<file path="config.mk">
export PLATFORM = sky130hd
export DESIGN_NAME = sorted_sleep_wakeup_queue
export DESIGN_NICKNAME = d
export VERILOG_FILES = /design/src/sswq_pkg.sv /design/src/sswq_datapath.sv /design/src/sswq_ctrl.sv /design/src/sorted_sleep_wakeup_queue.sv
export SDC_FILE = /design/constraint.sdc
export NUM_CORES = 2
export LEC_CHECK = 0
export ABC_AREA = 1
export BUFFER_PORTS_ARGS = -buffer_cell sky130_fd_sc_hd__buf_2
export CAP_MARGIN = 20
export CORE_MARGIN = 3
export CORE_UTILIZATION = 30
export DETAILED_ROUTE_END_ITERATION = 8
export SLEW_MARGIN = 20
export SYNTH_ARGS = -nofsm -noshare
export SYNTH_HDL_FRONTEND = slang
export SYNTH_SLANG_ARGS = --single-unit
</file>
<file path="constraint.sdc">
create_clock -name i_clk -period 6.2 [get_ports i_clk]
set_clock_uncertainty 0.15 [all_clocks]
set_input_delay 0.31 -clock i_clk [delete_from_list [all_inputs] [get_ports i_clk]]
set_output_delay 0.31 -clock i_clk [all_outputs]
set_load 0.05 [all_outputs]
</file>
<file path="src/sswq_pkg.sv">
// Shared types, result codes and controller/datapath interface structs for the sleep queue.
`default_nettype none

package sswq_pkg;

    localparam int TICK_W            = 63;
    localparam int ID_W              = 8;
    localparam int DUR_W             = 32;
    localparam int QUEUE_DEPTH_DEF   = 16;
    localparam int MAX_RESULTS       = 16;
    localparam int WOKE_W            = $clog2(MAX_RESULTS + 1);

    localparam logic [1:0] KIND_WOKEN   = 2'd0;
    localparam logic [1:0] KIND_QUEUED  = 2'd1;
    localparam logic [1:0] KIND_IGNORED = 2'd2;
    localparam logic [1:0] KIND_FULL    = 2'd3;

    localparam logic MODE_TICK  = 1'b0;
    localparam logic MODE_SLEEP = 1'b1;

    typedef struct packed {
        logic                    mode;
        logic [ID_W-1:0]         thread_id;
        logic signed [DUR_W-1:0] sleep_ticks;
    } t_in;

    typedef struct packed {
        logic [1:0]        kind;
        logic [ID_W-1:0]   woken_id;
        logic [TICK_W-1:0] tick_now;
        logic              last;
    } t_out;

    typedef struct packed {
        logic       load_in;
        logic       ins_start;
        logic       ins_rd;
        logic       ins_move;
        logic       ins_write;
        logic       rd_head;
        logic       pop;
        logic       out_load;
        logic [1:0] out_kind;
        logic       out_last;
        logic       out_pend;
    } t_cmd;

    typedef struct packed {
        logic is_sleep;
        logic dur_bad;
        logic full;
        logic cnt_zero;
        logic rd_gt;
        logic rd_due;
        logic woke_max;
        logic out_free;
    } t_sts;

endpackage

`default_nettype wire

</file>
<file path="src/sswq_datapath.sv">
// Tick counter, circular sorted queue memory, insert/pop pointers and output register.
`default_nettype none

module sswq_datapath #(
    parameter int QUEUE_DEPTH = sswq_pkg::QUEUE_DEPTH_DEF
) (
    input  wire              i_clk,
    input  wire              i_rst_n,
    input  sswq_pkg::t_in    i_in,
    input  sswq_pkg::t_cmd   i_cmd,
    output sswq_pkg::t_sts   o_sts,
    output logic             o_out_valid,
    input  wire              i_out_stall,
    output sswq_pkg::t_out   o_out
);
    import sswq_pkg::*;

    localparam int AW = (QUEUE_DEPTH > 1) ? $clog2(QUEUE_DEPTH) : 1;
    localparam int FW = $clog2(QUEUE_DEPTH + 1);
    localparam logic [AW-1:0] LAST_IDX = AW'(QUEUE_DEPTH - 1);
    localparam logic [FW-1:0] FULL_CNT = FW'(QUEUE_DEPTH);
    localparam logic [WOKE_W-1:0] WOKE_MAX = WOKE_W'(MAX_RESULTS);

    function automatic logic [AW-1:0] idx_inc(input logic [AW-1:0] p);
        return (p == LAST_IDX) ? '0 : p + 1'b1;
    endfunction

    function automatic logic [AW-1:0] idx_dec(input logic [AW-1:0] p);
        return (p == '0) ? LAST_IDX : p - 1'b1;
    endfunction

    logic [TICK_W-1:0] wake_mem [QUEUE_DEPTH];
    logic [ID_W-1:0]   id_mem   [QUEUE_DEPTH];

    logic [TICK_W-1:0] r_tick;
    logic [AW-1:0]     r_head, r_tail, r_wp;
    logic [FW-1:0]     r_fill, r_cnt;
    logic [WOKE_W-1:0] r_woke;
    logic              r_mode, r_dur_bad;
    logic [ID_W-1:0]   r_id, r_pend_id, r_rd_id;
    logic [TICK_W-1:0] r_wake, r_rd_wake;
    logic              r_out_valid;
    t_out              r_out;

    logic              w_rd_en, w_wr_en;
    logic [AW-1:0]     w_rd_addr;
    logic [TICK_W-1:0] w_wr_wake;
    logic [ID_W-1:0]   w_wr_id;

    assign w_rd_en   = i_cmd.rd_head || i_cmd.ins_rd;
    assign w_rd_addr = i_cmd.rd_head ? r_head : idx_dec(r_wp);
    assign w_wr_en   = i_cmd.ins_move || i_cmd.ins_write;
    assign w_wr_wake = i_cmd.ins_move ? r_rd_wake : r_wake;
    assign w_wr_id   = i_cmd.ins_move ? r_rd_id : r_id;

    always_ff @(posedge i_clk) begin
        if (w_wr_en) begin
            wake_mem[r_wp] <= w_wr_wake;
            id_mem[r_wp]   <= w_wr_id;
        end
        if (w_rd_en) begin
            r_rd_wake <= wake_mem[w_rd_addr];
            r_rd_id   <= id_mem[w_rd_addr];
        end
    end

    // Payload registers of the incoming transaction, insert walk, popped id and output result
    always_ff @(posedge i_clk) begin
        if (i_cmd.load_in) begin
            r_mode    <= i_in.mode;
            r_id      <= i_in.thread_id;
            r_dur_bad <= (i_in.sleep_ticks == '0) || i_in.sleep_ticks[DUR_W-1];
            r_wake    <= r_tick + {{(TICK_W-DUR_W){1'b0}}, i_in.sleep_ticks};
        end
        if (i_cmd.ins_start) begin
            r_wp  <= r_tail;
            r_cnt <= r_fill;
        end else if (i_cmd.ins_move) begin
            r_wp  <= idx_dec(r_wp);
            r_cnt <= r_cnt - 1'b1;
        end
        if (i_cmd.pop) begin
            r_pend_id <= r_rd_id;
        end
        if (i_cmd.out_load) begin
            r_out.kind     <= i_cmd.out_kind;
            r_out.woken_id <= i_cmd.out_pend ? r_pend_id : r_id;
            r_out.tick_now <= r_tick;
            r_out.last     <= i_cmd.out_last;
        end
    end

    always_ff @(posedge i_clk) begin
        if (!i_rst_n) begin
            r_tick      <= '0;
            r_head      <= '0;
            r_tail      <= '0;
            r_fill      <= '0;
            r_woke      <= '0;
            r_out_valid <= 1'b0;
        end else begin
            if (i_cmd.load_in) begin
                r_woke <= '0;
                if (i_in.mode == MODE_TICK) begin
                    r_tick <= r_tick + 1'b1;
                end
            end
            if (i_cmd.ins_write) begin
                r_tail <= idx_inc(r_tail);
                r_fill <= r_fill + 1'b1;
            end else if (i_cmd.pop) begin
                r_head <= idx_inc(r_head);
                r_fill <= r_fill - 1'b1;
                r_woke <= r_woke + 1'b1;
            end
            if (i_cmd.out_load) begin
                r_out_valid <= 1'b1;
            end else if (!i_out_stall) begin
                r_out_valid <= 1'b0;
            end
        end
    end

    assign o_sts.is_sleep = (r_mode == MODE_SLEEP);
    assign o_sts.dur_bad  = r_dur_bad;
    assign o_sts.full     = (r_fill == FULL_CNT);
    assign o_sts.cnt_zero = (r_cnt == '0);
    assign o_sts.rd_gt    = (r_rd_wake > r_wake);
    assign o_sts.rd_due   = (r_rd_wake <= r_tick) && (r_fill != '0);
    assign o_sts.woke_max = (r_woke == WOKE_MAX);
    assign o_sts.out_free = !r_out_valid || !i_out_stall;

    assign o_out_valid = r_out_valid;
    assign o_out       = r_out;

    a_fill_bound: assert property (@(posedge i_clk) disable iff (!i_rst_n)
        r_fill <= FULL_CNT)
        else $error("queue fill above depth");
    a_pop_nonempty: assert property (@(posedge i_clk) disable iff (!i_rst_n)
        i_cmd.pop |-> r_fill != '0)
        else $error("pop from empty queue");
    a_pop_fill: assert property (@(posedge i_clk) disable iff (!i_rst_n)
        i_cmd.pop |=> r_fill == FW'($past(r_fill) - 1'b1))
        else $error("fill did not drop after pop");
    a_ins_room: assert property (@(posedge i_clk) disable iff (!i_rst_n)
        i_cmd.ins_write |-> r_fill != FULL_CNT)
        else $error("insert into full queue");
    a_out_free: assert property (@(posedge i_clk) disable iff (!i_rst_n)
        i_cmd.out_load |-> (!r_out_valid || !i_out_stall))
        else $error("output register overwritten");

endmodule

`default_nettype wire

</file>
<file path="src/sswq_ctrl.sv">
// Controller state machine: sequences sorted insert, head pops and result emission.
`default_nettype none

module sswq_ctrl (
    input  wire              i_clk,
    input  wire              i_rst_n,
    input  wire              i_in_valid,
    output logic             o_in_stall,
    input  sswq_pkg::t_sts   i_sts,
    output sswq_pkg::t_cmd   o_cmd
);
    import sswq_pkg::*;

    localparam logic [3:0] S_IDLE     = 4'd0;
    localparam logic [3:0] S_SLEEP    = 4'd1;
    localparam logic [3:0] S_INS_CHK  = 4'd2;
    localparam logic [3:0] S_INS_CMP  = 4'd3;
    localparam logic [3:0] S_INS_DONE = 4'd4;
    localparam logic [3:0] S_TK_RD    = 4'd5;
    localparam logic [3:0] S_TK_CMP   = 4'd6;
    localparam logic [3:0] S_TK_NXT   = 4'd7;
    localparam logic [3:0] S_TK_EMIT  = 4'd8;

    logic [3:0] r_state, n_state;
    logic       w_due_next;

    assign o_in_stall = (r_state != S_IDLE);
    assign w_due_next = i_sts.rd_due && !i_sts.woke_max;

    always_comb begin
        n_state = r_state;
        o_cmd   = '0;
        unique case (r_state)
            S_IDLE: begin
                if (i_in_valid) begin
                    o_cmd.load_in = 1'b1;
                    n_state       = S_SLEEP;
                end
            end
            S_SLEEP: begin
                if (!i_sts.is_sleep) begin
                    n_state = S_TK_RD;
                end else if (!i_sts.dur_bad && !i_sts.full) begin
                    o_cmd.ins_start = 1'b1;
                    n_state         = S_INS_CHK;
                end else if (i_sts.out_free) begin
                    o_cmd.out_load = 1'b1;
                    o_cmd.out_kind = i_sts.dur_bad ? KIND_IGNORED : KIND_FULL;
                    o_cmd.out_last = 1'b1;
                    n_state        = S_IDLE;
                end
            end
            S_INS_CHK: begin
                if (i_sts.cnt_zero) begin
                    o_cmd.ins_write = 1'b1;
                    n_state         = S_INS_DONE;
                end else begin
                    o_cmd.ins_rd = 1'b1;
                    n_state      = S_INS_CMP;
                end
            end
            S_INS_CMP: begin
                // shift later entries one slot toward the tail, else write the new entry into the gap
                if (i_sts.rd_gt) begin
                    o_cmd.ins_move = 1'b1;
                    n_state        = S_INS_CHK;
                end else begin
                    o_cmd.ins_write = 1'b1;
                    n_state         = S_INS_DONE;
                end
            end
            S_INS_DONE: begin
                if (i_sts.out_free) begin
                    o_cmd.out_load = 1'b1;
                    o_cmd.out_kind = KIND_QUEUED;
                    o_cmd.out_last = 1'b1;
                    n_state        = S_IDLE;
                end
            end
            S_TK_RD: begin
                o_cmd.rd_head = 1'b1;
                n_state       = S_TK_CMP;
            end
            S_TK_CMP: begin
                if (i_sts.rd_due) begin
                    o_cmd.pop = 1'b1;
                    n_state   = S_TK_NXT;
                end else begin
                    n_state = S_IDLE;
                end
            end
            S_TK_NXT: begin
                // look at the new head so the pending result knows if it is last
                o_cmd.rd_head = 1'b1;
                n_state       = S_TK_EMIT;
            end
            S_TK_EMIT: begin
                if (i_sts.out_free) begin
                    o_cmd.out_load = 1'b1;
                    o_cmd.out_kind = KIND_WOKEN;
                    o_cmd.out_pend = 1'b1;
                    o_cmd.out_last = !w_due_next;
                    if (w_due_next) begin
                        o_cmd.pop = 1'b1;
                        n_state   = S_TK_NXT;
                    end else begin
                        n_state = S_IDLE;
                    end
                end
            end
            default: n_state = S_IDLE;
        endcase
    end

    always_ff @(posedge i_clk) begin
        if (!i_rst_n) begin
            r_state <= S_IDLE;
        end else begin
            r_state <= n_state;
        end
    end

    a_one_mem_op: assert property (@(posedge i_clk) disable iff (!i_rst_n)
        $countones({o_cmd.ins_rd, o_cmd.rd_head, o_cmd.ins_move, o_cmd.ins_write}) <= 1)
        else $error("conflicting queue memory commands");
    a_load_idle: assert property (@(posedge i_clk) disable iff (!i_rst_n)
        o_cmd.load_in |=> r_state == S_SLEEP)
        else $error("transaction taken outside idle");
    a_pop_insert: assert property (@(posedge i_clk) disable iff (!i_rst_n)
        !(o_cmd.pop && (o_cmd.ins_write || o_cmd.ins_move)))
        else $error("pop during insert");

endmodule

`default_nettype wire

</file>
<file path="src/sorted_sleep_wakeup_queue.sv">
// Top level of the sorted sleep/wake-up queue: controller plus datapath.
//
//  channel | direction | handshake                    | payload
//  --------+-----------+------------------------------+-----------------------------------
//  in      | input     | i_in_valid / o_in_stall      | i_in  (mode, thread_id, sleep_ticks)
//  out     | output    | o_out_valid / i_out_stall    | o_out (kind, woken_id, tick_now, last)
//
// A sleep request is inserted by a walk from the tail that moves each later entry one slot
// toward the tail; ignored or full requests skip the walk.
// A tick pops every due thread from the head, at most 16 per tick.
// Reset clears the counter and the queue pointers; the queue memory needs no clearing.
// Results sit in an output register, so a new transaction is taken while one waits;
// a stalled output holds the controller only when the next result is ready.
`default_nettype none

module sorted_sleep_wakeup_queue #(
    parameter int QUEUE_DEPTH = sswq_pkg::QUEUE_DEPTH_DEF
) (
    input  wire             i_clk,
    input  wire             i_rst_n,
    input  wire             i_in_valid,
    output logic            o_in_stall,
    input  sswq_pkg::t_in   i_in,
    output logic            o_out_valid,
    input  wire             i_out_stall,
    output sswq_pkg::t_out  o_out
);
    import sswq_pkg::*;

    t_cmd w_cmd;
    t_sts w_sts;

    sswq_ctrl u_ctrl (
        .i_clk      (i_clk),
        .i_rst_n    (i_rst_n),
        .i_in_valid (i_in_valid),
        .o_in_stall (o_in_stall),
        .i_sts      (w_sts),
        .o_cmd      (w_cmd)
    );

    sswq_datapath #(
        .QUEUE_DEPTH (QUEUE_DEPTH)
    ) u_datapath (
        .i_clk       (i_clk),
        .i_rst_n     (i_rst_n),
        .i_in        (i_in),
        .i_cmd       (w_cmd),
        .o_sts       (w_sts),
        .o_out_valid (o_out_valid),
        .i_out_stall (i_out_stall),
        .o_out       (o_out)
    );

endmodule

`default_nettype wire

</file>
==> out/summary.json <==
{
  "postSynthNetCount": 6021,
  "starting_density_of_the_core_pct": 30.24,
  "drc_errors": 0,
  "synth_warnings": 0,
  "dr.first_iter.drc_count": 4598,
  "track_usage_pct": 15.81,
  "p_leak_nw": 27.81,
  "proportion_of_register_bits_with_asynchronous_set_or_reset_after_synthesis_pct": 0,
  "worstHoldPathCells": 2,
  "synth_area_leader_cell": "edfxtp_1",
  "max_cap_viol_count": 0,
  "drt-vias-per-instance": 4.942,
  "maximum_number_of_buffers_from_clock_root_to_sink": 3,
  "overflow": 0,
  "clk_root_buffer_cell": "clkbuf_16",
  "timing.critical_path.required_ns": 6.47,
  "routed-via-count": 43987,
  "ir_drop_v": 0.0002877,
  "fillers": 21163,
  "pin_count": 121,
  "fp.coreArea_um2": 215300,
  "ys_seq_elements": 1457,
  "min_period_ns": 4.882,
  "syn_avg_cell_area_um2": 11.22,
  "worstHoldEndpoint": "u_datapath.r_mode",
  "netlist_top_cells_area": "edfxtp_1 63%, nand2_1 6.1%, o211ai_1 6.0%, inv_1 5.1%, ha_1 3.3%",
  "grt_pass1_wl_mm": 266.7,
  "yosys.cell_count.top_type": "edfxtp_1",
  "reg2reg_to": "u_datapath.wake_mem[3][24]",
  "cts_max_level": 4,
  "rsz_0062_raised_after_global_routing": "false",
  "dp.cells": 8582,
  "cp_max_fo": 50,
  "dominantRegCellSynth": "edfxtp_1",
  "rr_startpoint": "u_datapath.r_rd_wake[60]",
  "cts_made_buffers": 150,
  "layout_cell_share_with_drive_strength_beyond_1_pct": 8.383,
  "std_cell_rows": 170,
  "hpwl_mm": 106.5,
  "timing.critical_path.from_type": "flip-flop",
  "die_width_um": 471.8,
  "first_pass_detailed_route_iteration_total": 7,
  "worst-setup-path-type": "flip-flop to flip-flop",
  "nNetsFinal": 6163,
  "clk-insertion-delay-late_ns": 0.80,
  "run_status": "finished, final reports clean",
  "post_drt_wl_per_cell_um": 20.34,
  "data_arrival_time_of_the_critical_path_ns": 5.15,
  "timing.final.max_slew_violations": 0,
  "buffer_ports.inserted": 120,
  "gpl.final_weighted_congestion": 0.9497,
  "antenna_violations_before_repair": 6,
  "mappedNetlistArea_um2": 65090,
  "die_area_um2": 222600,
  "max_freq_mhz": 204.8,
  "finish.cell_count_without_fillers": 8901,
  "antenna_viol_nets_final": 0,
  "grt_start_max_net_pins": 207,
  "area_delta_synth_final_pct": 14.70,
  "holdCritPathClass": "primary input to flip-flop",
  "cts.clk_slew.worst_paths_ns": 0.06,
  "tritoncts": "done",
  "final-setup-viol-count": 0,
  "finalCritPeriodShare_pct": 78.75,
  "synth_edf_count": 1371,
  "timing.reg2reg.worst_path_depth": 13,
  "source_of_the_worst_hold_timing_path": "i_in[40]",
  "netlist_instances": 5802,
  "totalWireLength_mm": 181.1,
  "ff2ff_setup_slack_ns": 1.32,
  "relSlewSlack_pct": 23.05,
  "synth-seq-area-share_pct": 65.89,
  "yosys.cell_types.count": 53,
  "power_density_nw_per_um2": 289.0,
  "ranking_of_synthesized_cells_by_instance_count": "1371 x edfxtp_1, 1062 x nand2_1, 891 x inv_1",
  "finalHoldViolCount": 0,
  "max_slew.worst_pin.slew_ns": 1.154,
  "dieHeight_um": 471.8,
  "synth_top_area_share_pct": 63.25,
  "fin_tns_setup_ns": 0,
  "setup.worst_path.end_class": "flip-flop",
  "sink_count": 1457,
  "first_global_vias": 41549
}
==> cells in the final DEF (no fill, tap or decap), types with 6 or more instances in the layout <==
cell,n
o21ai_1,6
dlygate4sd3_1,46
clkinv_2,21
clkinv_1,30
dfxtp_1,86
buf_2,120
buf_4,50
o221ai_1,25
o211ai_1,520
nand3_1,421
nor4_1,30
nand4_1,28
inv_1,891
xnor2_1,14
nor2_4,22
a21oi_2,25
nor2_1,261
a21oi_1,232
xor2_1,61
edfxtp_1,1371
o21ai_0,127
a31oi_1,13
nor3_1,80
nand2_4,6
clkbuf_1,34
mux2_2,8
bufinv_16,7
clkbuf_16,154
buf_12,31
a21o_1,14
ha_1,172
nand2_1,1059
o21a_1,8
==> how the worst max path moves through the flow <==
stage                                        endpoint  slack, ns                     start  cells after the start
final                      u_datapath.wake_mem[3][24]       1.32  u_datapath.r_rd_wake[60]                     13
after detailed placement   u_datapath.wake_mem[9][54]       1.30  u_datapath.r_rd_wake[60]                     13
after global routing       u_datapath.wake_mem[7][24]       1.12  u_datapath.r_rd_wake[60]                     13
after floorplan              u_datapath.id_mem[10][0]       1.41       u_datapath.r_cnt[0]                     10
after global placement    u_datapath.wake_mem[11][54]       1.47  u_datapath.r_rd_wake[60]                     13
after CTS                  u_datapath.wake_mem[8][54]       1.29  u_datapath.r_rd_wake[60]                     13
==> what timing repair did <==
item / CTS / global route
resized for setup: 0 / 0
hold endpoints to repair: 86 / 0
hold buffers: 46 / 0
setup buffers: 0 / 0
endpoints found under the setup margin: 0 / 0
==> registers in the layout, indices dropped and copies added, names as in the netlist <==
| name | flops |
|---|---|
| u_datapath.r_wake | 63 |
| u_datapath.r_id | 8 |
| u_datapath.r_cnt | 5 |
| u_datapath.r_mode | 1 |
| u_datapath.r_rd_wake | 63 |
| u_datapath.r_wp | 4 |
| u_datapath.o_out_valid | 1 |
| u_datapath.r_head | 4 |
| u_datapath.r_fill | 5 |
| u_datapath.r_rd_id | 8 |
| u_datapath.id_mem | 128 |
| u_datapath.r_dur_bad | 1 |
| u_datapath.r_tail | 4 |
| u_datapath.o_out | 74 |
| u_datapath.r_tick | 63 |
| u_datapath.wake_mem | 1008 |
| u_ctrl.r_state | 4 |
| u_datapath.r_pend_id | 8 |
| u_datapath.r_woke | 5 |
==> power by group <==
part / total [mW] / internal [mW] / leakage (nW) / switching [mW]
Clock: 8.72 / 4.89 / 2.29 / 3.83
Sequential: 11.1 / 11.0 / 13.1 / 0.0686
Combinational: 1.77 / 0.465 / 12.4 / 1.30
==> through the flow <==
step	instance area (um2)	power, mW	setup WS [ns]	hold slack [ns]	util [%]
after detailed placement	69360	13.02	1.301	0.2875	32.22
after floorplan	65090	12.41	1.407	0.2564	-
after global routing	74650	22.32	1.123	0.1010	34.68
after CTS	74550	21.73	1.294	0.07839	34.63
final	74660	21.57	1.318	0.1348	34.68
after global placement	69360	13.00	1.466	0.2830	32.22
==> worst max-delay path, stage by stage (launching register included) <==
cell      delay (ns)
edfxtp_1        0.42
ha_1            0.33
nand2_1         0.06
nor2_1          0.19
nand2_1         0.11
nor3_1          0.61
nand2_1         0.13
nor2_1          0.32
nand4_1         0.23
nand3_4         0.39
buf_12          0.33
buf_4           0.23
nor2_1          0.05
a21oi_1         0.88
==> cell type report <==
class	instances	area [um2]	area share [%]
Sequential cell	1457	42890	57.45
Timing Repair Buffer	249	2072	2.775
Clock inverter	79	728.2	0.9754
Inverter	900	3398	4.552
Antenna cell	3	7.507	0.01006
Clock buffer	189	3995	5.351
Tap cell	2838	3551	4.756
Multi-Input combinational cell	3186	18010	24.13
==> layer usage <==
layer  up-vias  wire length [um]  track usage (%)  share of wire, %
met2      1626             80830            24.69                45
met4         0              4669            4.523               2.6
met3       273             13980            2.829               7.7
met5         -                 0                0                 0
li1      20602                 -                -                 -
met1     21486             81580            22.46                45
==> kinds of logic (layout without fill, tap and decap cells) <==
family,after synthesis,in the layout,synth area share [%]
adders and majority gates,174,174,3.368
muxes,8,8,0.1384
xor gates and xnor gates,75,75,1.009
other,0,3,0
AOI/OAI and AO/OA,986,986,9.898
DFF,1457,1457,65.89
and+or+nand+nor,1943,1943,12.83
buffers and inverters,1159,1417,6.862
(Power assumes the default switching activity.)
